[src/hw/rtl/go_back_n_sender_window_defines.svh]
// ----------------------------------------------------------------------------
// Go-Back-N sender window: shared assertion macros
// Concurrent checks sampled on the rising clock, muted while reset is low.
// ----------------------------------------------------------------------------
`ifndef GO_BACK_N_SENDER_WINDOW_DEFINES_SVH
`define GO_BACK_N_SENDER_WINDOW_DEFINES_SVH

// Property that must hold at every edge out of reset
`define GBN_ASSERT(label, clk, rst_n, prop, msg) \
    label: assert property (@(posedge clk) disable iff (!rst_n) (prop)) \
        else $error(msg);

// Same-cycle implication
`define GBN_ASSERT_IMPL(label, clk, rst_n, ante, cons, msg) \
    label: assert property (@(posedge clk) disable iff (!rst_n) (ante) |-> (cons)) \
        else $error(msg);

// Next-cycle implication
`define GBN_ASSERT_NEXT(label, clk, rst_n, ante, cons, msg) \
    label: assert property (@(posedge clk) disable iff (!rst_n) (ante) |=> (cons)) \
        else $error(msg);

`endif

[src/hw/rtl/gbnsw_pkg.sv]
// ----------------------------------------------------------------------------
// gbnsw_pkg
// Types, codes and constants shared by the Go-Back-N sender window modules.
// ----------------------------------------------------------------------------
`timescale 1ns / 1ps
`default_nettype none

package gbnsw_pkg;

    // Default sizing
    localparam int WINDOW_DEPTH_DEF = 4;
    localparam int SEQ_MODULUS_DEF  = 8;
    localparam int PAYLOAD_BITS_DEF = 64;

    // Fixed field widths on the ports
    localparam int OPCODE_W    = 2;
    localparam int PAYLOAD_W   = 64;
    localparam int FIELD_SEQ_W = 3;
    localparam int KIND_W      = 2;
    localparam int S_TDATA_W   = 72;
    localparam int M_TDATA_W   = 72;
    localparam int TUSER_W     = 2;

    // Width for modular sequence arithmetic (sequence space up to 256)
    localparam int CALC_W = 9;

    // Input item opcodes; the fourth code is unused
    typedef enum logic [OPCODE_W-1:0] {
        OP_SEND    = 2'd0,
        OP_ACK     = 2'd1,
        OP_TIMEOUT = 2'd2
    } t_opcode;

    // Result item kinds
    typedef enum logic [KIND_W-1:0] {
        KIND_STATUS = 2'd0,
        KIND_TX     = 2'd1,
        KIND_STOP   = 2'd2,
        KIND_START  = 2'd3
    } t_kind;

    // Source of the sequence field of a result
    typedef enum logic [2:0] {
        SEQ_ZERO = 3'd0,
        SEQ_NEXT = 3'd1,
        SEQ_BASE = 3'd2,
        SEQ_TAG  = 3'd3,
        SEQ_EXP  = 3'd4,
        SEQ_RTX  = 3'd5
    } t_seq_sel;

    // Source of the packet data field of a result
    typedef enum logic [1:0] {
        DATA_ZERO    = 2'd0,
        DATA_PAYLOAD = 2'd1,
        DATA_RAM     = 2'd2
    } t_data_sel;

    // Controller to datapath
    typedef struct packed {
        logic      load;      // capture the input item
        logic      emit;      // load the output register
        logic      commit;    // apply the window update of the item
        logic      rd_issue;  // read the buffered packet at the retransmit slot
        logic      rtx_step;  // advance the retransmit walk
        t_kind     kind;
        t_seq_sel  seq_sel;
        t_data_sel data_sel;
        logic      accepted;
        logic      last;
    } t_cmd;

    // Datapath to controller
    typedef struct packed {
        logic                out_free;
        logic [OPCODE_W-1:0] opcode;
        logic                send_ok;
        logic                was_empty;
        logic                ack_valid;
        logic                ack_rest;
        logic                count_zero;
        logic                rtx_last;
    } t_status;

    // Address width of a store of n entries, at least one bit
    function automatic int f_addr_w(input int n);
        int w;
        w = $clog2(n);
        return (w < 1) ? 1 : w;
    endfunction

endpackage

`default_nettype wire

[src/hw/rtl/gbnsw_ram.sv]
// ----------------------------------------------------------------------------
// gbnsw_ram
// Generic single-write, single-read RAM with registered read data.
// ----------------------------------------------------------------------------
`timescale 1ns / 1ps
`default_nettype none

module gbnsw_ram #(
    parameter int WIDTH = 64,
    parameter int DEPTH = 4
) (
    input  wire logic                                   i_clk,
    input  wire logic                                   i_wr_en,
    input  wire logic [gbnsw_pkg::f_addr_w(DEPTH)-1:0]  i_wr_addr,
    input  wire logic [WIDTH-1:0]                       i_wr_data,
    input  wire logic                                   i_rd_en,
    input  wire logic [gbnsw_pkg::f_addr_w(DEPTH)-1:0]  i_rd_addr,
    output logic      [WIDTH-1:0]                       o_rd_data
);

    logic [WIDTH-1:0] r_mem [DEPTH];
    logic [WIDTH-1:0] r_rd_data;

    // Write port
    always_ff @(posedge i_clk) begin
        if (i_wr_en) begin
            r_mem[i_wr_addr] <= i_wr_data;
        end
    end

    // Registered read port, holds between reads
    always_ff @(posedge i_clk) begin
        if (i_rd_en) begin
            r_rd_data <= r_mem[i_rd_addr];
        end
    end

    assign o_rd_data = r_rd_data;

endmodule

`default_nettype wire

[src/hw/rtl/gbnsw_ctrl.sv]
// ----------------------------------------------------------------------------
// gbnsw_ctrl
// Sequencer: takes an item, then steps through its result items one by one.
// ----------------------------------------------------------------------------
`timescale 1ns / 1ps
`default_nettype none

module gbnsw_ctrl (
    input  wire logic               i_clk,
    input  wire logic               i_rst_n,
    input  wire logic               i_s_axis_tvalid,
    output logic                    o_s_axis_tready,
    input  wire gbnsw_pkg::t_status i_sts,
    output gbnsw_pkg::t_cmd         o_cmd
);

    import gbnsw_pkg::*;

    typedef enum logic [2:0] {
        S_IDLE,
        S_FIRST,
        S_START_NEW,
        S_START_ACK,
        S_START_TO,
        S_RD,
        S_RTX
    } t_state;

    t_state r_state, n_state;
    t_cmd   cmd;

    // Next state and commands
    always_comb begin
        cmd     = '0;
        n_state = r_state;
        unique case (r_state)
            S_IDLE: begin
                // take an item only at an edge where ready is shown
                if (i_s_axis_tvalid && o_s_axis_tready) begin
                    cmd.load = 1'b1;
                    n_state  = S_FIRST;
                end
            end
            S_FIRST: begin
                if (i_sts.out_free) begin
                    cmd.emit   = 1'b1;
                    cmd.commit = 1'b1;
                    cmd.last   = 1'b1;
                    n_state    = S_IDLE;
                    unique case (i_sts.opcode)
                        OP_SEND: begin
                            if (i_sts.send_ok) begin
                                cmd.kind     = KIND_TX;
                                cmd.seq_sel  = SEQ_NEXT;
                                cmd.data_sel = DATA_PAYLOAD;
                                cmd.accepted = 1'b1;
                                cmd.last     = !i_sts.was_empty;
                                n_state      = i_sts.was_empty ? S_START_NEW : S_IDLE;
                            end
                        end
                        OP_ACK: begin
                            if (i_sts.ack_valid) begin
                                cmd.kind    = KIND_STOP;
                                cmd.seq_sel = SEQ_BASE;
                                cmd.last    = !i_sts.ack_rest;
                                n_state     = i_sts.ack_rest ? S_START_ACK : S_IDLE;
                            end
                        end
                        OP_TIMEOUT: begin
                            cmd.kind    = KIND_STOP;
                            cmd.seq_sel = SEQ_EXP;
                            cmd.last    = 1'b0;
                            n_state     = S_START_TO;
                        end
                        default: begin
                            // unused opcode: status item only
                            n_state = S_IDLE;
                        end
                    endcase
                end
            end
            S_START_NEW: begin
                if (i_sts.out_free) begin
                    cmd.emit     = 1'b1;
                    cmd.kind     = KIND_START;
                    cmd.seq_sel  = SEQ_TAG;
                    cmd.accepted = 1'b1;
                    cmd.last     = 1'b1;
                    n_state      = S_IDLE;
                end
            end
            S_START_ACK: begin
                if (i_sts.out_free) begin
                    cmd.emit    = 1'b1;
                    cmd.kind    = KIND_START;
                    cmd.seq_sel = SEQ_BASE;
                    cmd.last    = 1'b1;
                    n_state     = S_IDLE;
                end
            end
            S_START_TO: begin
                if (i_sts.out_free) begin
                    cmd.emit    = 1'b1;
                    cmd.kind    = KIND_START;
                    cmd.seq_sel = SEQ_EXP;
                    cmd.last    = i_sts.count_zero;
                    n_state     = i_sts.count_zero ? S_IDLE : S_RD;
                end
            end
            S_RD: begin
                cmd.rd_issue = 1'b1;
                n_state      = S_RTX;
            end
            S_RTX: begin
                if (i_sts.out_free) begin
                    cmd.emit     = 1'b1;
                    cmd.rtx_step = 1'b1;
                    cmd.kind     = KIND_TX;
                    cmd.seq_sel  = SEQ_RTX;
                    cmd.data_sel = DATA_RAM;
                    cmd.last     = i_sts.rtx_last;
                    n_state      = i_sts.rtx_last ? S_IDLE : S_RD;
                end
            end
            default: begin
                n_state = S_IDLE;
            end
        endcase
    end

    // State and registered ready
    always_ff @(posedge i_clk) begin
        if (!i_rst_n) begin
            r_state         <= S_IDLE;
            o_s_axis_tready <= 1'b0;
        end else begin
            r_state         <= n_state;
            o_s_axis_tready <= (n_state == S_IDLE);
        end
    end

    assign o_cmd = cmd;

endmodule

`default_nettype wire

[src/hw/rtl/gbnsw_dp.sv]
// ----------------------------------------------------------------------------
// gbnsw_dp
// Window state, packet buffer, retransmit walk and the output register.
// ----------------------------------------------------------------------------
`timescale 1ns / 1ps
`default_nettype none
`include "go_back_n_sender_window_defines.svh"

module gbnsw_dp #(
    parameter int WINDOW_DEPTH = gbnsw_pkg::WINDOW_DEPTH_DEF,
    parameter int SEQ_MODULUS  = gbnsw_pkg::SEQ_MODULUS_DEF,
    parameter int PAYLOAD_BITS = gbnsw_pkg::PAYLOAD_BITS_DEF
) (
    input  wire logic                                 i_clk,
    input  wire logic                                 i_rst_n,
    input  wire gbnsw_pkg::t_cmd                      i_cmd,
    output gbnsw_pkg::t_status                        o_sts,
    input  wire logic [gbnsw_pkg::OPCODE_W-1:0]       i_opcode,
    input  wire logic [gbnsw_pkg::PAYLOAD_W-1:0]      i_payload,
    input  wire logic [gbnsw_pkg::FIELD_SEQ_W-1:0]    i_ack_number,
    input  wire logic                                 i_ack_checksum_ok,
    input  wire logic [gbnsw_pkg::FIELD_SEQ_W-1:0]    i_expired_seq,
    input  wire logic                                 i_out_ready,
    output logic                                      o_out_valid,
    output logic [gbnsw_pkg::KIND_W-1:0]              o_kind,
    output logic [gbnsw_pkg::FIELD_SEQ_W-1:0]         o_seq_number,
    output logic [gbnsw_pkg::PAYLOAD_W-1:0]           o_packet_data,
    output logic                                      o_accepted,
    output logic                                      o_window_full,
    output logic                                      o_last
);

    import gbnsw_pkg::*;

    localparam int SEQ_W = f_addr_w(SEQ_MODULUS);
    localparam int IDX_W = f_addr_w(WINDOW_DEPTH);
    localparam int CNT_W = $clog2(WINDOW_DEPTH + 1);
    localparam int SUM_W = CNT_W + 1;
    localparam logic [CALC_W-1:0] MOD_C   = CALC_W'(SEQ_MODULUS);
    localparam logic [CNT_W-1:0]  DEPTH_C = CNT_W'(WINDOW_DEPTH);
    localparam logic [SUM_W-1:0]  DEPTH_S = SUM_W'(WINDOW_DEPTH);

    // Window state
    logic [SEQ_W-1:0] r_base, r_next, r_tag;
    logic [CNT_W-1:0] r_count;
    logic             r_waiting;
    logic [IDX_W-1:0] r_head;

    // Captured input item
    logic [OPCODE_W-1:0]     r_opcode;
    logic [PAYLOAD_BITS-1:0] r_payload;
    logic [FIELD_SEQ_W-1:0]  r_ack, r_expired;
    logic                    r_ack_ok;

    // Retransmit walk
    logic [IDX_W-1:0] r_rd_slot;
    logic [SEQ_W-1:0] r_rtx_seq;
    logic [CNT_W-1:0] r_rd_left;

    // Output register
    logic                    r_out_valid;
    t_kind                   r_out_kind;
    logic [FIELD_SEQ_W-1:0]  r_out_seq;
    logic [PAYLOAD_W-1:0]    r_out_data;
    logic                    r_out_acc, r_out_full, r_out_last;

    logic [CALC_W-1:0]       ack_c, base_c, count_c, dist_c;
    logic                    ack_valid, send_ok, is_send, is_ack, is_timeout;
    logic [SEQ_W-1:0]        n_base;
    logic [CNT_W-1:0]        n_count_ack;
    logic [IDX_W-1:0]        n_head, send_slot;
    logic                    n_waiting;
    logic                    out_free;
    logic [FIELD_SEQ_W-1:0]  seq_mux;
    logic [PAYLOAD_W-1:0]    data_mux;
    logic [PAYLOAD_BITS-1:0] ram_rd_data;
    logic                    ram_wr_en;

    // Sequence number plus one, wrapped to the sequence space
    function automatic logic [SEQ_W-1:0] f_seq_inc(input logic [SEQ_W-1:0] s);
        logic [CALC_W-1:0] c;
        c = CALC_W'(s) + CALC_W'(1);
        return (c == MOD_C) ? '0 : c[SEQ_W-1:0];
    endfunction

    // Ring index from a sum below twice the depth
    function automatic logic [IDX_W-1:0] f_ring_wrap(input logic [SUM_W-1:0] s);
        logic [SUM_W-1:0] w;
        w = (s >= DEPTH_S) ? (s - DEPTH_S) : s;
        return w[IDX_W-1:0];
    endfunction

    // Low bits of a sequence number as carried on the port
    function automatic logic [FIELD_SEQ_W-1:0] f_seq_out(input logic [SEQ_W-1:0] s);
        logic [CALC_W-1:0] c;
        c = CALC_W'(s);
        return c[FIELD_SEQ_W-1:0];
    endfunction

    // Decode the captured item against the window
    always_comb begin
        is_send    = (r_opcode == OP_SEND);
        is_ack     = (r_opcode == OP_ACK);
        is_timeout = (r_opcode == OP_TIMEOUT);
        ack_c      = CALC_W'(r_ack);
        base_c     = CALC_W'(r_base);
        count_c    = CALC_W'(r_count);
        dist_c     = (ack_c >= base_c) ? (ack_c - base_c) : (ack_c + MOD_C - base_c);
        ack_valid  = r_ack_ok && (ack_c < MOD_C) && (dist_c < count_c);
        send_ok    = (r_count < DEPTH_C);
        n_base     = f_seq_inc(ack_c[SEQ_W-1:0]);
        n_count_ack = CNT_W'(count_c - dist_c - CALC_W'(1));
        n_head     = f_ring_wrap(SUM_W'(r_head) + SUM_W'(dist_c) + SUM_W'(1));
        send_slot  = f_ring_wrap(SUM_W'(r_head) + SUM_W'(r_count));
        // waiting flag after this item
        if (is_send && send_ok) begin
            n_waiting = ((r_count + CNT_W'(1)) == DEPTH_C);
        end else if (is_ack && ack_valid) begin
            n_waiting = 1'b0;
        end else begin
            n_waiting = r_waiting;
        end
    end

    assign out_free  = !r_out_valid || i_out_ready;
    assign ram_wr_en = i_cmd.commit && is_send && send_ok;

    always_comb begin
        o_sts            = '0;
        o_sts.out_free   = out_free;
        o_sts.opcode     = r_opcode;
        o_sts.send_ok    = send_ok;
        o_sts.was_empty  = (r_count == '0);
        o_sts.ack_valid  = ack_valid;
        o_sts.ack_rest   = (count_c != (dist_c + CALC_W'(1)));
        o_sts.count_zero = (r_count == '0);
        o_sts.rtx_last   = (r_rd_left == CNT_W'(1));
    end

    // Capture the input item
    always_ff @(posedge i_clk) begin
        if (!i_rst_n) begin
            r_opcode <= OP_SEND;
        end else if (i_cmd.load) begin
            r_opcode <= i_opcode;
        end
    end

    always_ff @(posedge i_clk) begin
        if (i_cmd.load) begin
            r_payload <= i_payload[PAYLOAD_BITS-1:0];
            r_ack     <= i_ack_number;
            r_ack_ok  <= i_ack_checksum_ok;
            r_expired <= i_expired_seq;
        end
    end

    // Window update and retransmit walk
    always_ff @(posedge i_clk) begin
        if (!i_rst_n) begin
            r_base    <= SEQ_W'(1);
            r_next    <= SEQ_W'(1);
            r_count   <= '0;
            r_waiting <= 1'b0;
            r_head    <= '0;
            r_rd_left <= '0;
        end else begin
            if (i_cmd.commit) begin
                r_waiting <= n_waiting;
                if (is_send && send_ok) begin
                    r_next  <= f_seq_inc(r_next);
                    r_count <= r_count + CNT_W'(1);
                end else if (is_ack && ack_valid) begin
                    r_base  <= n_base;
                    r_head  <= n_head;
                    r_count <= n_count_ack;
                end
                if (is_timeout) begin
                    r_rd_left <= r_count;
                end
            end else if (i_cmd.rtx_step) begin
                r_rd_left <= r_rd_left - CNT_W'(1);
            end
        end
    end

    // Tag and walk pointers
    always_ff @(posedge i_clk) begin
        if (i_cmd.commit && is_send && send_ok) begin
            r_tag <= r_next;
        end
        if (i_cmd.commit && is_timeout) begin
            r_rd_slot <= r_head;
            r_rtx_seq <= r_base;
        end else if (i_cmd.rtx_step) begin
            r_rd_slot <= f_ring_wrap(SUM_W'(r_rd_slot) + SUM_W'(1));
            r_rtx_seq <= f_seq_inc(r_rtx_seq);
        end
    end

    // Packet buffer
    gbnsw_ram #(
        .WIDTH (PAYLOAD_BITS),
        .DEPTH (WINDOW_DEPTH)
    ) u_store (
        .i_clk     (i_clk),
        .i_wr_en   (ram_wr_en),
        .i_wr_addr (send_slot),
        .i_wr_data (r_payload),
        .i_rd_en   (i_cmd.rd_issue),
        .i_rd_addr (r_rd_slot),
        .o_rd_data (ram_rd_data)
    );

    // Select result fields
    always_comb begin
        unique case (i_cmd.seq_sel)
            SEQ_ZERO: seq_mux = '0;
            SEQ_NEXT: seq_mux = f_seq_out(r_next);
            SEQ_BASE: seq_mux = f_seq_out(r_base);
            SEQ_TAG:  seq_mux = f_seq_out(r_tag);
            SEQ_EXP:  seq_mux = r_expired;
            SEQ_RTX:  seq_mux = f_seq_out(r_rtx_seq);
            default:  seq_mux = '0;
        endcase
        unique case (i_cmd.data_sel)
            DATA_ZERO:    data_mux = '0;
            DATA_PAYLOAD: data_mux = PAYLOAD_W'(r_payload);
            DATA_RAM:     data_mux = PAYLOAD_W'(ram_rd_data);
            default:      data_mux = '0;
        endcase
    end

    // Output register
    always_ff @(posedge i_clk) begin
        if (!i_rst_n) begin
            r_out_valid <= 1'b0;
        end else if (i_cmd.emit) begin
            r_out_valid <= 1'b1;
        end else if (i_out_ready) begin
            r_out_valid <= 1'b0;
        end
    end

    always_ff @(posedge i_clk) begin
        if (i_cmd.emit) begin
            r_out_kind <= i_cmd.kind;
            r_out_seq  <= seq_mux;
            r_out_data <= data_mux;
            r_out_acc  <= i_cmd.accepted;
            r_out_full <= i_cmd.commit ? n_waiting : r_waiting;
            r_out_last <= i_cmd.last;
        end
    end

    assign o_out_valid   = r_out_valid;
    assign o_kind        = r_out_kind;
    assign o_seq_number  = r_out_seq;
    assign o_packet_data = r_out_data;
    assign o_accepted    = r_out_acc;
    assign o_window_full = r_out_full;
    assign o_last        = r_out_last;

    // Checks
    `GBN_ASSERT(a_count_bound, i_clk, i_rst_n, r_count <= DEPTH_C, "window count above depth")
    `GBN_ASSERT(a_full_flag, i_clk, i_rst_n, r_waiting == (r_count == DEPTH_C), "full flag out of step")
    `GBN_ASSERT_IMPL(a_emit_free, i_clk, i_rst_n, i_cmd.emit, out_free, "result loaded over a held item")
    `GBN_ASSERT_IMPL(a_rtx_left, i_clk, i_rst_n, i_cmd.rtx_step, r_rd_left != '0, "retransmit past window")
    `GBN_ASSERT_NEXT(a_rd_then_emit, i_clk, i_rst_n, i_cmd.rd_issue, !i_cmd.rd_issue, "back to back reads")

endmodule

`default_nettype wire

[src/hw/rtl/go_back_n_sender_window.sv]
// ----------------------------------------------------------------------------
// go_back_n_sender_window
// Go-Back-N sender window: buffers packets, slides on acknowledgements and
// retransmits the outstanding window on a timer expiry.
// ----------------------------------------------------------------------------
// Usage:
//   Input items arrive on the s_axis channel: tuser carries the opcode (send,
//   acknowledgement, timer expired), tdata the payload, acknowledgement number,
//   checksum flag and expired timer tag. Result items leave on m_axis: tuser
//   carries the kind (status, transmit, stop timer, start timer), tdata the
//   sequence number, packet data, accepted and window-full flags; tlast marks
//   the final result item of each input item.
//   One item is worked on at a time. After acceptance the item is captured,
//   then its results are registered one by one as the output register frees;
//   each retransmitted packet is first read from the buffer, a registered read.
//   A refused send, a send into a busy window or a bad acknowledgement gives
//   one result, a send into an empty window or a sliding acknowledgement with
//   packets left two, a timeout two plus one per outstanding packet.
//   Reset puts the window at base 1, next sequence 1, empty and not full.
//   The buffer itself is not cleared; only written entries are ever read.
//   A stalled receiver holds the output register; work pauses until it drains.
// ----------------------------------------------------------------------------
`timescale 1ns / 1ps
`default_nettype none

module go_back_n_sender_window #(
    parameter int WINDOW_DEPTH = gbnsw_pkg::WINDOW_DEPTH_DEF,
    parameter int SEQ_MODULUS  = gbnsw_pkg::SEQ_MODULUS_DEF,
    parameter int PAYLOAD_BITS = gbnsw_pkg::PAYLOAD_BITS_DEF
) (
    input  wire logic                              i_clk,
    input  wire logic                              i_rst_n,
    // s_axis tdata: payload[63:0], ack_number[66:64], ack_checksum_ok[67],
    //               expired_seq[70:68], zero pad[71]
    // s_axis tuser: opcode[1:0]
    input  wire logic                              i_s_axis_tvalid,
    output logic                                   o_s_axis_tready,
    input  wire logic [gbnsw_pkg::S_TDATA_W-1:0]   i_s_axis_tdata,
    input  wire logic [gbnsw_pkg::TUSER_W-1:0]     i_s_axis_tuser,
    // m_axis tdata: seq_number[2:0], packet_data[66:3], accepted[67],
    //               window_full[68], zero pad[71:69]
    // m_axis tuser: kind[1:0]
    output logic                                   o_m_axis_tvalid,
    input  wire logic                              i_m_axis_tready,
    output logic [gbnsw_pkg::M_TDATA_W-1:0]        o_m_axis_tdata,
    output logic [gbnsw_pkg::TUSER_W-1:0]          o_m_axis_tuser,
    output logic                                   o_m_axis_tlast
);

    import gbnsw_pkg::*;

    t_cmd    cmd;
    t_status sts;

    logic [KIND_W-1:0]      kind;
    logic [FIELD_SEQ_W-1:0] seq_number;
    logic [PAYLOAD_W-1:0]   packet_data;
    logic                   accepted, window_full;

    // Sequencer
    gbnsw_ctrl u_ctrl (
        .i_clk           (i_clk),
        .i_rst_n         (i_rst_n),
        .i_s_axis_tvalid (i_s_axis_tvalid),
        .o_s_axis_tready (o_s_axis_tready),
        .i_sts           (sts),
        .o_cmd           (cmd)
    );

    // Window state and result path
    gbnsw_dp #(
        .WINDOW_DEPTH (WINDOW_DEPTH),
        .SEQ_MODULUS  (SEQ_MODULUS),
        .PAYLOAD_BITS (PAYLOAD_BITS)
    ) u_dp (
        .i_clk             (i_clk),
        .i_rst_n           (i_rst_n),
        .i_cmd             (cmd),
        .o_sts             (sts),
        .i_opcode          (i_s_axis_tuser[OPCODE_W-1:0]),
        .i_payload         (i_s_axis_tdata[63:0]),
        .i_ack_number      (i_s_axis_tdata[66:64]),
        .i_ack_checksum_ok (i_s_axis_tdata[67]),
        .i_expired_seq     (i_s_axis_tdata[70:68]),
        .i_out_ready       (i_m_axis_tready),
        .o_out_valid       (o_m_axis_tvalid),
        .o_kind            (kind),
        .o_seq_number      (seq_number),
        .o_packet_data     (packet_data),
        .o_accepted        (accepted),
        .o_window_full     (window_full),
        .o_last            (o_m_axis_tlast)
    );

    // Pack the result item
    assign o_m_axis_tdata = {3'b000, window_full, accepted, packet_data, seq_number};
    assign o_m_axis_tuser = kind;

endmodule

`default_nettype wire

[config.mk]
export PLATFORM = sky130hd
export DESIGN_NAME = go_back_n_sender_window
export DESIGN_NICKNAME = d
export VERILOG_FILES = /design/src/hw/rtl/gbnsw_pkg.sv /design/src/hw/rtl/gbnsw_ram.sv /design/src/hw/rtl/gbnsw_ctrl.sv /design/src/hw/rtl/gbnsw_dp.sv /design/src/hw/rtl/go_back_n_sender_window.sv
export VERILOG_INCLUDE_DIRS = /design/src /design/src/hw/rtl
export SDC_FILE = /design/constraint.sdc
export NUM_CORES = 1
export LEC_CHECK = 0
export BUFFER_PORTS_ARGS = -buffer_cell sky130_fd_sc_hd__buf_4
export CAP_MARGIN = 25
export CELL_PAD_IN_SITES_DETAIL_PLACEMENT = 1
export CELL_PAD_IN_SITES_GLOBAL_PLACEMENT = 1
export CORE_ASPECT_RATIO = 1.5
export CORE_MARGIN = 2
export CORE_UTILIZATION = 51
export DETAILED_ROUTE_END_ITERATION = 8
export GPL_ROUTABILITY_DRIVEN = 0
export PLACE_DENSITY_LB_ADDON = 0.08
export SYNTH_ARGS = -nofsm -noshare
export SYNTH_HDL_FRONTEND = slang
export SYNTH_SLANG_ARGS = --single-unit
[constraint.sdc]
create_clock -name i_clk -period 8.3 [get_ports i_clk]
set_input_delay 1.245 -clock i_clk [delete_from_list [all_inputs] [get_ports i_clk]]
set_output_delay 1.245 -clock i_clk [all_outputs]
set_load 0.01 [all_outputs]
# Yosys cells after proc, flatten, opt, wreduce, memory -nomap -nowiden
# Memories as Yosys holds them, arrays and structs flattened. A register that Yosys moved wholly into a read port is not among the register bits.
# Index checks and enable logic that the tools add are counted.
# W data, S select, Z words.
# totals
mem_count	1
latchBits	0
register_bits	173
ramBits	256
output_inout_bits	77
romBits	0
wordCells	159
# mem_list
memory	depth	width	read_ports	rd_ports_with_merged_regs	wr	line	source
u_dp.u_store.r_mem	4	64	1	1	1	gbnsw_ram.sv:21	logic [WIDTH-1:0] r_mem [DEPTH];
# classes
div	0
muxes	63
bitwise_logic	1
eq_ne	22
mul	0
n_reduce_logical	25
n_shift	0
magnitude_cmp	6
addsub	18
# ops
op	n
$pmux W64 S2	1
$mux W3	20
$eq A9 B4 Y1 const B	3
$pmux W5 S5	1
$mux W5	4
$eq A3 B3 Y1 const B	6
$mux W9	2
$pmux W3 S6	1
$mux W1	16
$mux W2	8
$mux W8	2
$pmux W3 S5	1
$pmux W5 S3	1
$add A3 B1 Y4 const B	3
$eq A3 B2 Y1 const B	4
$add A9 B1 Y9 const B	1
$eq A3 B1 Y1 const B	3
$logic_not A3 Y1	3
$lt A9 B3 Y1	1
$ne A3 B9 Y1	1
$pmux W3 S3	1
$sub A9 B3 Y9	1
$ge A4 B3 Y1 const B	2
$reduce_bool A2 Y1	4
other kinds (29)	45

# Longest topological paths before layout
# Gate-level depths: netlist of the first run.
# depth
word_depth	12
ltp_mapped	15

# By module
# A second synthesis of the first run with hierarchy kept.
# unflattened
hier_cells	967
area_unflattened_um2	18773.0
# modules_own_cells
mod	cells_per_inst	n_inst	area_each_um2
gbnsw_ram	402	1	11263.3
gbnsw_dp	494	1	6954.2
gbnsw_ctrl	65	1	514.2
go_back_n_sender_window	6	1	41.3

# Worst setup path after synthesis of the first run
# OpenSTA, ideal clock, no wires.
# synth_timing
path_type	input port to flip-flop
start	input i_m_axis_tready
end	memory u_dp.u_store.r_mem[0][0] (enable)
arrival_time_ns	6.197
path_stages	5
slack_ns	1.538
cell_sequence	nand2b_1 > buf_2 > and4_1 > inv_2 > nor3_1
# synth_via
elab_chain_len	7
# synth_lines
item	line	source
start: declaration	go_back_n_sender_window.sv:44	input wire logic i_m_axis_tready,
$logic_or A1 B1 Y1	gbnsw_dp.sv:125	assign out_free = !r_out_valid || i_out_ready;
$mux W2	gbnsw_ctrl.sv:45	if (i_sts.out_free) begin
$mux W1	gbnsw_ctrl.sv:36	unique case (r_state)
$logic_and A1 B1 Y1 (2 in series)	gbnsw_dp.sv:126	assign ram_wr_en = i_cmd.commit && is_send && send_ok;
$mux W1	gbnsw_ram.sv:26	if (i_wr_en) begin
$mux W1 (implied by the code)	gbnsw_ram.sv:27	r_mem[i_wr_addr] <= i_wr_data;
end: declaration	gbnsw_ram.sv:21	
# Every way passes these cells.

==> metrics, run 1 <==
status finished clean; largest net degree at the start of global routing 66; combinational power share 0.024; most common flop cell mapped by yosys edfxtp_1; Clk Latency, worst-skew pair 0.56 ns; Worst-path clk slew 0.06 ns; antenna viol nets, final 0; CTS tree done; setup TNS 0 ns; PD cells 230 nW/µm²; hold endpoint u_dp.r_rd_left[1]; syn avg cell area 19.2 µm²; maximum clock frequency 0.294 GHz; Filler cells 3148; RR Startpoint u_dp.r_ack[0]; vias per inst 5.72; Net Sw Power 968 µW; Chip Height 237 µm; cts repair resizes 0; R2R Setup Slk 4.90 ns; Worst Skew 0.0155 ns; first-pass GRT wire length 61.0 mm; postcts setup bufs 0; mapped cell area 18500 µm²; Int Pwr 4040 µW; worst hold start u_dp.r_rd_left[1]; H-tree levels 2; max-cap violation count 0; post-synthesis sequential area ratio 0.787; clock share of power 0.422; sw frac 0.193; final setup violating endpoints 0; final net count 1228; Num CTS Buffers 46; worst-margin pin slew 1.03 ns; post-synthesis register bit count 493; Worst Setup Start Kind register; Req. time, crit path 8.69 ns; share of layout cells above drive strength 1 0.271; area grow syn2layout 17.4%; RSZ-0062 raised after global routing no; Tightest Hold Check Type reg2reg; CTS Buffer Depth 3; warnings from Yosys 0; critical path class reg2reg; Peak VDD IR 0.000211 V; number of global-route vias before repair 10351; slew margin rel. 0.310; count of final hold-check violations 0; Period minus WS final 3.40 ns; post-synth top area share 0.763; synth top area cells edfxtp_1 76%, mux4_2 7.8%, a22oi_1 2.7%, dfxtp_1 2.4%, nor2_1 1.8%; DP HPWL 22.5 mm; gr usage total 0.214; Initial Util 0.517; initial DRC count 563; largest area contributor in the netlist edfxtp_1; initial antenna violation count 0; Arr. time, crit path 3.79 ns; R2R cell count 15; grt ovf 0; floorplan core area 35800 µm²; Static Leakage 0.00720 µW; Seq pwr share 0.554; Reg-to-Reg End u_dp.o_last; Yosys cell types 60; most common cell after layout, fill and taps aside edfxtp_1; worst setup path startpoint u_dp.r_ack[0]; CTS Hold Buffers Added 0; clk sinks 493; Final Cycle Share 0.409; CP max FO 4; Inserted Diodes 0; die width 160 µm; io pins 155; final core occ 0.607; Async S/R FF share, synth 0; Root Buffer Master clkbuf_16; drt wl/cell 24.2 µm; type of destination of the critical path register; Detailed Route WL 39.6 mm; Syn Inst Count 963; Cell Rows 85; most frequent cells in the layout 471 x edfxtp_1, 162 x buf_4, 87 x nor2_1; Pre-antenna DRT Iters 5; count of input and output buffers 150; max-slew violation total from the final report 0; die area 37900 µm²; Hold Path Depth 2; DR vias 9372; Residual DRC 0; Post-synth EDFFs 471
synthesized netlist by cell type (all sizes together) (3+ instances only):
cell and number:
a211oi 5, a21o 3, a21oi 26, a221o 3, a22oi 67, and2 3
and3 5, buf 35, clkbuf 18, dfxtp 22, edfxtp 471, fa 3
ha 22, inv 21, mux2 3, mux2i 3, mux4 64, nand2 19
nand2b 3, nand3 9, nor2 89, nor2b 7, nor3 9, o211ai 4
o21ai 11, xnor2 6, xor2 5
critical path, cell delays in order (launching register included):
cell	delay, ns
edfxtp_1	0.43
inv_1	0.08
ha_1	0.14
inv_1	0.06
fa_1	0.41
inv_1	0.09
fa_1	0.17
nand2_1	0.07
ha_1	0.31
nand3b_1	0.18
ha_1	0.19
nor2_1	0.11
nand4_1	0.15
o211ai_1	0.46
o211ai_1	0.25
o21ai_1	0.15
flip-flops by register name (all words and copies together) (netlist names), 64 cells and up:
signal,cells
u_dp.u_store.r_mem,256
u_dp.o_packet_data,64
u_dp.r_payload,64
u_dp.u_store.o_rd_data,64
through the flow:
step           cell area (µm²)  instances  worst slack (ns)  total power [µW]  hold WS (ns)
2_1_floorplan            18500        965              1.54              2880         0.432
3_3_place_gp             20200       1552              4.26              2940         0.444
3_5_place_dp             20200       1553              4.23              2950         0.472
4_1_cts                  21700       1637              4.81              5060         0.481
5_1_grt                  21800       1639              4.72              5150         0.498
6_report                 21800       1639              4.90              5010         0.480
worst max path at each step:
stage          slack, ns  cells past startpoint                         to
3_5_place_dp        4.23                      6  u_dp.u_store.r_mem[0][39]
2_1_floorplan       1.54                      5   u_dp.u_store.r_mem[0][0]
4_1_cts             4.81                      6  u_dp.u_store.r_mem[0][21]
3_3_place_gp        4.26                      6  u_dp.u_store.r_mem[0][39]
6_report            4.90                     15                u_dp.o_last
5_1_grt             4.72                     15                u_dp.o_last
power groups by stage:
stage	logic (µW)	registers, µW	clock network [µW]
global route	129	2780	2240
CTS	121	2770	2160
floorplan	57.4	2820	0
finish	119	2770	2110
detailed placement	120	2830	0
global placement	118	2820	0
layout make-up:
class                   instances  area (µm²)  share of cell area
clock buffers                  57        1230              0.0567
well taps                     478         598              0.0275
repair buffers                165        1300              0.0597
multi-input cells             397        3680               0.169
clock inverters                27         285              0.0131
inverters                      22        82.6             0.00379
flip-flops and latches        493       14600               0.670
layer usage:
| layer | up-vias | global-route usage | routed length [µm] |
|---|---|---|---|
| li1 | 4158 | - | - |
| met1 | 4906 | 0.266 | 16000 |
| met3 | 62 | 0.0354 | 1750 |
| met5 | - | 0 | 0 |
| met2 | 246 | 0.379 | 20800 |
| met4 | 0 | 0.0755 | 1120 |
cell families (layout without fill, tap and decap cells):
group	count (synthesis)	count (layout)	synth area share
adders and majority gates	25	25	0.0181
other	1	3	0.000202
xor gates and xnor gates	12	12	0.00648
buffers and inverters	75	271	0.0183
AOI/OAI and AO/OA	131	131	0.0495
DFF	493	493	0.787
muxes	70	70	0.0812
and+or+nand+nor	156	156	0.0394
Power figures use the tool's default switching activity.
==> inputs of run 2 (changes only) <==
--- a/config.mk
+++ b/config.mk
@@ -12,7 +12,7 @@
 export CELL_PAD_IN_SITES_GLOBAL_PLACEMENT = 1
 export CORE_ASPECT_RATIO = 1.5
 export CORE_MARGIN = 2
-export CORE_UTILIZATION = 51
+export CORE_UTILIZATION = 46
 export DETAILED_ROUTE_END_ITERATION = 8
 export GPL_ROUTABILITY_DRIVEN = 0
 export PLACE_DENSITY_LB_ADDON = 0.08
==> constraint.sdc (replaced) <==
create_clock -name i_clk -period 2.74 [get_ports i_clk]
set_input_delay 0.411 -clock i_clk [delete_from_list [all_inputs] [get_ports i_clk]]
set_output_delay 0.411 -clock i_clk [all_outputs]
set_load 0.01 [all_outputs]
==> metrics, run 2 (same netlist as run 1, synthesis figures left out) <==
Period minus WS final 2.79 ns (-0.609 ns); area grow syn2layout 23.1%; number of global-route vias before repair 10770 (+4.0%); most common cell after layout, fill and taps aside edfxtp_1; RR Startpoint u_dp.r_ack[0]; max-slew violation total from the final report 0 (unchanged); Reg-to-Reg End u_dp.r_head[1]; Residual DRC 0 (unchanged); count of input and output buffers 150 (unchanged); floorplan core area 40000 µm² (+12%); max-cap violation count 0 (unchanged); Tot Pwr 15000 µW (+200%); Detailed Route WL 42.2 mm (+6.5%); Final Cycle Share 1.02 (+0.608); Worst Skew 0.0259 ns (+0.0104 ns); die width 168 µm (+5.2%); Tightest Hold Check Type in2reg; failing checks negative setup slack; Final WS setup -0.0475 ns (-4.95 ns); final net count 1317 (+7.2%); type of destination of the critical path register; worst hold start i_s_axis_tdata[7]; clk sinks 493 (unchanged); Initial Util 0.464 (-0.0535); hold endpoint u_dp.r_payload[7]; gr usage total 0.204 (-0.00926); drt wl/cell 24.1 µm (-0.41%); status complete, but fails checks; DR vias 9753 (+4.1%); critical path class reg2reg; final core occ 0.571 (-0.0365); final setup violating endpoints 2 (+2); Req. time, crit path 3.22 ns (-5.47 ns); grt ovf 0 (unchanged); Num CTS Buffers 47 (+2.2%); Pre-antenna DRT Iters 5 (unchanged); first-pass GRT wire length 64.2 mm (+5.3%); H-tree levels 2 (unchanged); Arr. time, crit path 3.26 ns (-0.53 ns); Cell Rows 90 (+5.9%); maximum clock frequency 0.359 GHz (+22%); slew margin rel. 0.579 (+0.269); Worst Setup Start Kind register; CP max stage delay 0.39 ns (-0.07 ns); DP HPWL 24.7 mm (+9.7%); crit-path cells inv_1, ha_2, inv_2, fa_2, inv_2, fa_2, nand2_2, buf_4, ha_2, nor2b_2, and3_4, nand3_4, or3_4, a21oi_2; R2R cell count 14 (-1); Chip Height 250 µm (+5.2%); CTS Buffer Depth 3 (unchanged); Clk Latency, worst-skew pair 0.58 ns (+0.02 ns); initial DRC count 770 (+37%); Largest register FFs 256 (unchanged); initial antenna violation count 0 (unchanged); count of final hold-check violations 0 (unchanged); Worst-path clk slew 0.07 ns (about the same); RSZ-0062 raised after global routing yes; R2R Setup Slk -0.05 ns (-4.95 ns); die area 42000 µm² (+11%); Static Leakage 0.00762 µW (+5.8%); io pins 155 (unchanged); largest net degree at the start of global routing 65 (-1.5%); Hold Path Depth 1 (-1); Inserted Diodes 0 (unchanged); vias per inst 5.57 (-2.6%); PD cells 659 nW/µm² (+190%); Root Buffer Master clkbuf_16; share of layout cells above drive strength 1 0.299 (+0.0272); worst-margin pin slew 0.628 ns (-0.407 ns); CTS tree done; antenna viol nets, final 0 (unchanged); CP max FO 4 (unchanged); register with the most flip-flops u_dp.u_store.r_mem; most frequent cells in the layout 471 x edfxtp_1, 183 x buf_4, 86 x nor2_1; Slowest cell on crit path or3_4; Peak VDD IR 0.000440 V (+110%); Filler cells 3487 (+11%)
[run 2: where the power goes]
part           leakage, µW  internal, µW  switching, µW  total [µW]
Combinational      0.00238           241            239         480
Sequential         0.00454          8320           85.0        8400
Clock             0.000699          3450           2710        6160
Total              0.00762         12000           3030       15000
[run 2: cell type report]
class	count	area, µm²	area share
clock buffer	61	1270	0.0557
clock inverter	20	156	0.00686
inverter	22	85.1	0.00373
multi-input combinational	397	3820	0.167
sequential	493	14600	0.639
tap	506	633	0.0278
timing repair buffer	253	2260	0.0993
[run 2: what timing repair did]
action,CTS,global route
setup endpoints to repair,14,18
pin swaps,8,10
hold endpoints to repair,51,0
hold buffers,51,0
setup buffers,3,1
gates resized for setup,9,15
[run 2: metal layers]
layer  track usage  up-vias  wire (µm)
li1              -     4335          -
met2         0.369      244      22500
met5             0        -          0
met1         0.254     5112      16900
met3        0.0297       62       1780
met4        0.0619        0       1030
[run 2: through the flow]
stage / setup slack (ns) / TNS (ns) / instances / hold WS [ns] / area [µm²]
finish: -0.0475 / -0.0848 / 1752 / 0.0277 / 22800
global route: -0.268 / -2.02 / 1752 / 0.000301 / 22800
CTS: -0.0765 / -0.211 / 1751 / 0.00129 / 22700
detailed placement: -0.173 / -1.51 / 1616 / 0.477 / 20700
global placement: -0.122 / -0.614 / 1616 / 0.449 / 20700
floorplan: -0.224 / -27.91 / 965 / 0.432 / 18600
[run 2: worst max-delay path by stage]
| stage | end | slack, ns | startpoint |
|---|---|---|---|
| after floorplan | u_dp.u_store.r_mem[0][0] | -0.22 | u_dp.r_opcode[1] |
| after global placement | u_dp.o_seq_number[2] | -0.12 | u_dp.r_ack[0] |
| after detailed placement | u_dp.o_seq_number[2] | -0.17 | u_dp.r_ack[0] |
| after CTS | u_ctrl.o_s_axis_tready | -0.08 | u_dp.r_ack[0] |
| after global routing | u_ctrl.o_s_axis_tready | -0.27 | u_dp.r_ack[0] |
| final | u_dp.r_head[1] | -0.05 | u_dp.r_ack[0] |
[run 2: worst max-delay path: cells and delay by family, from the launching register on]
family	cells	cell delay (ns)
buffers and inverters	4	0.31
AOI/OAI and AO/OA	1	0.13
adders and majority gates	4	0.86
and+or+nand+nor	5	1.02
DFF	1	0.38
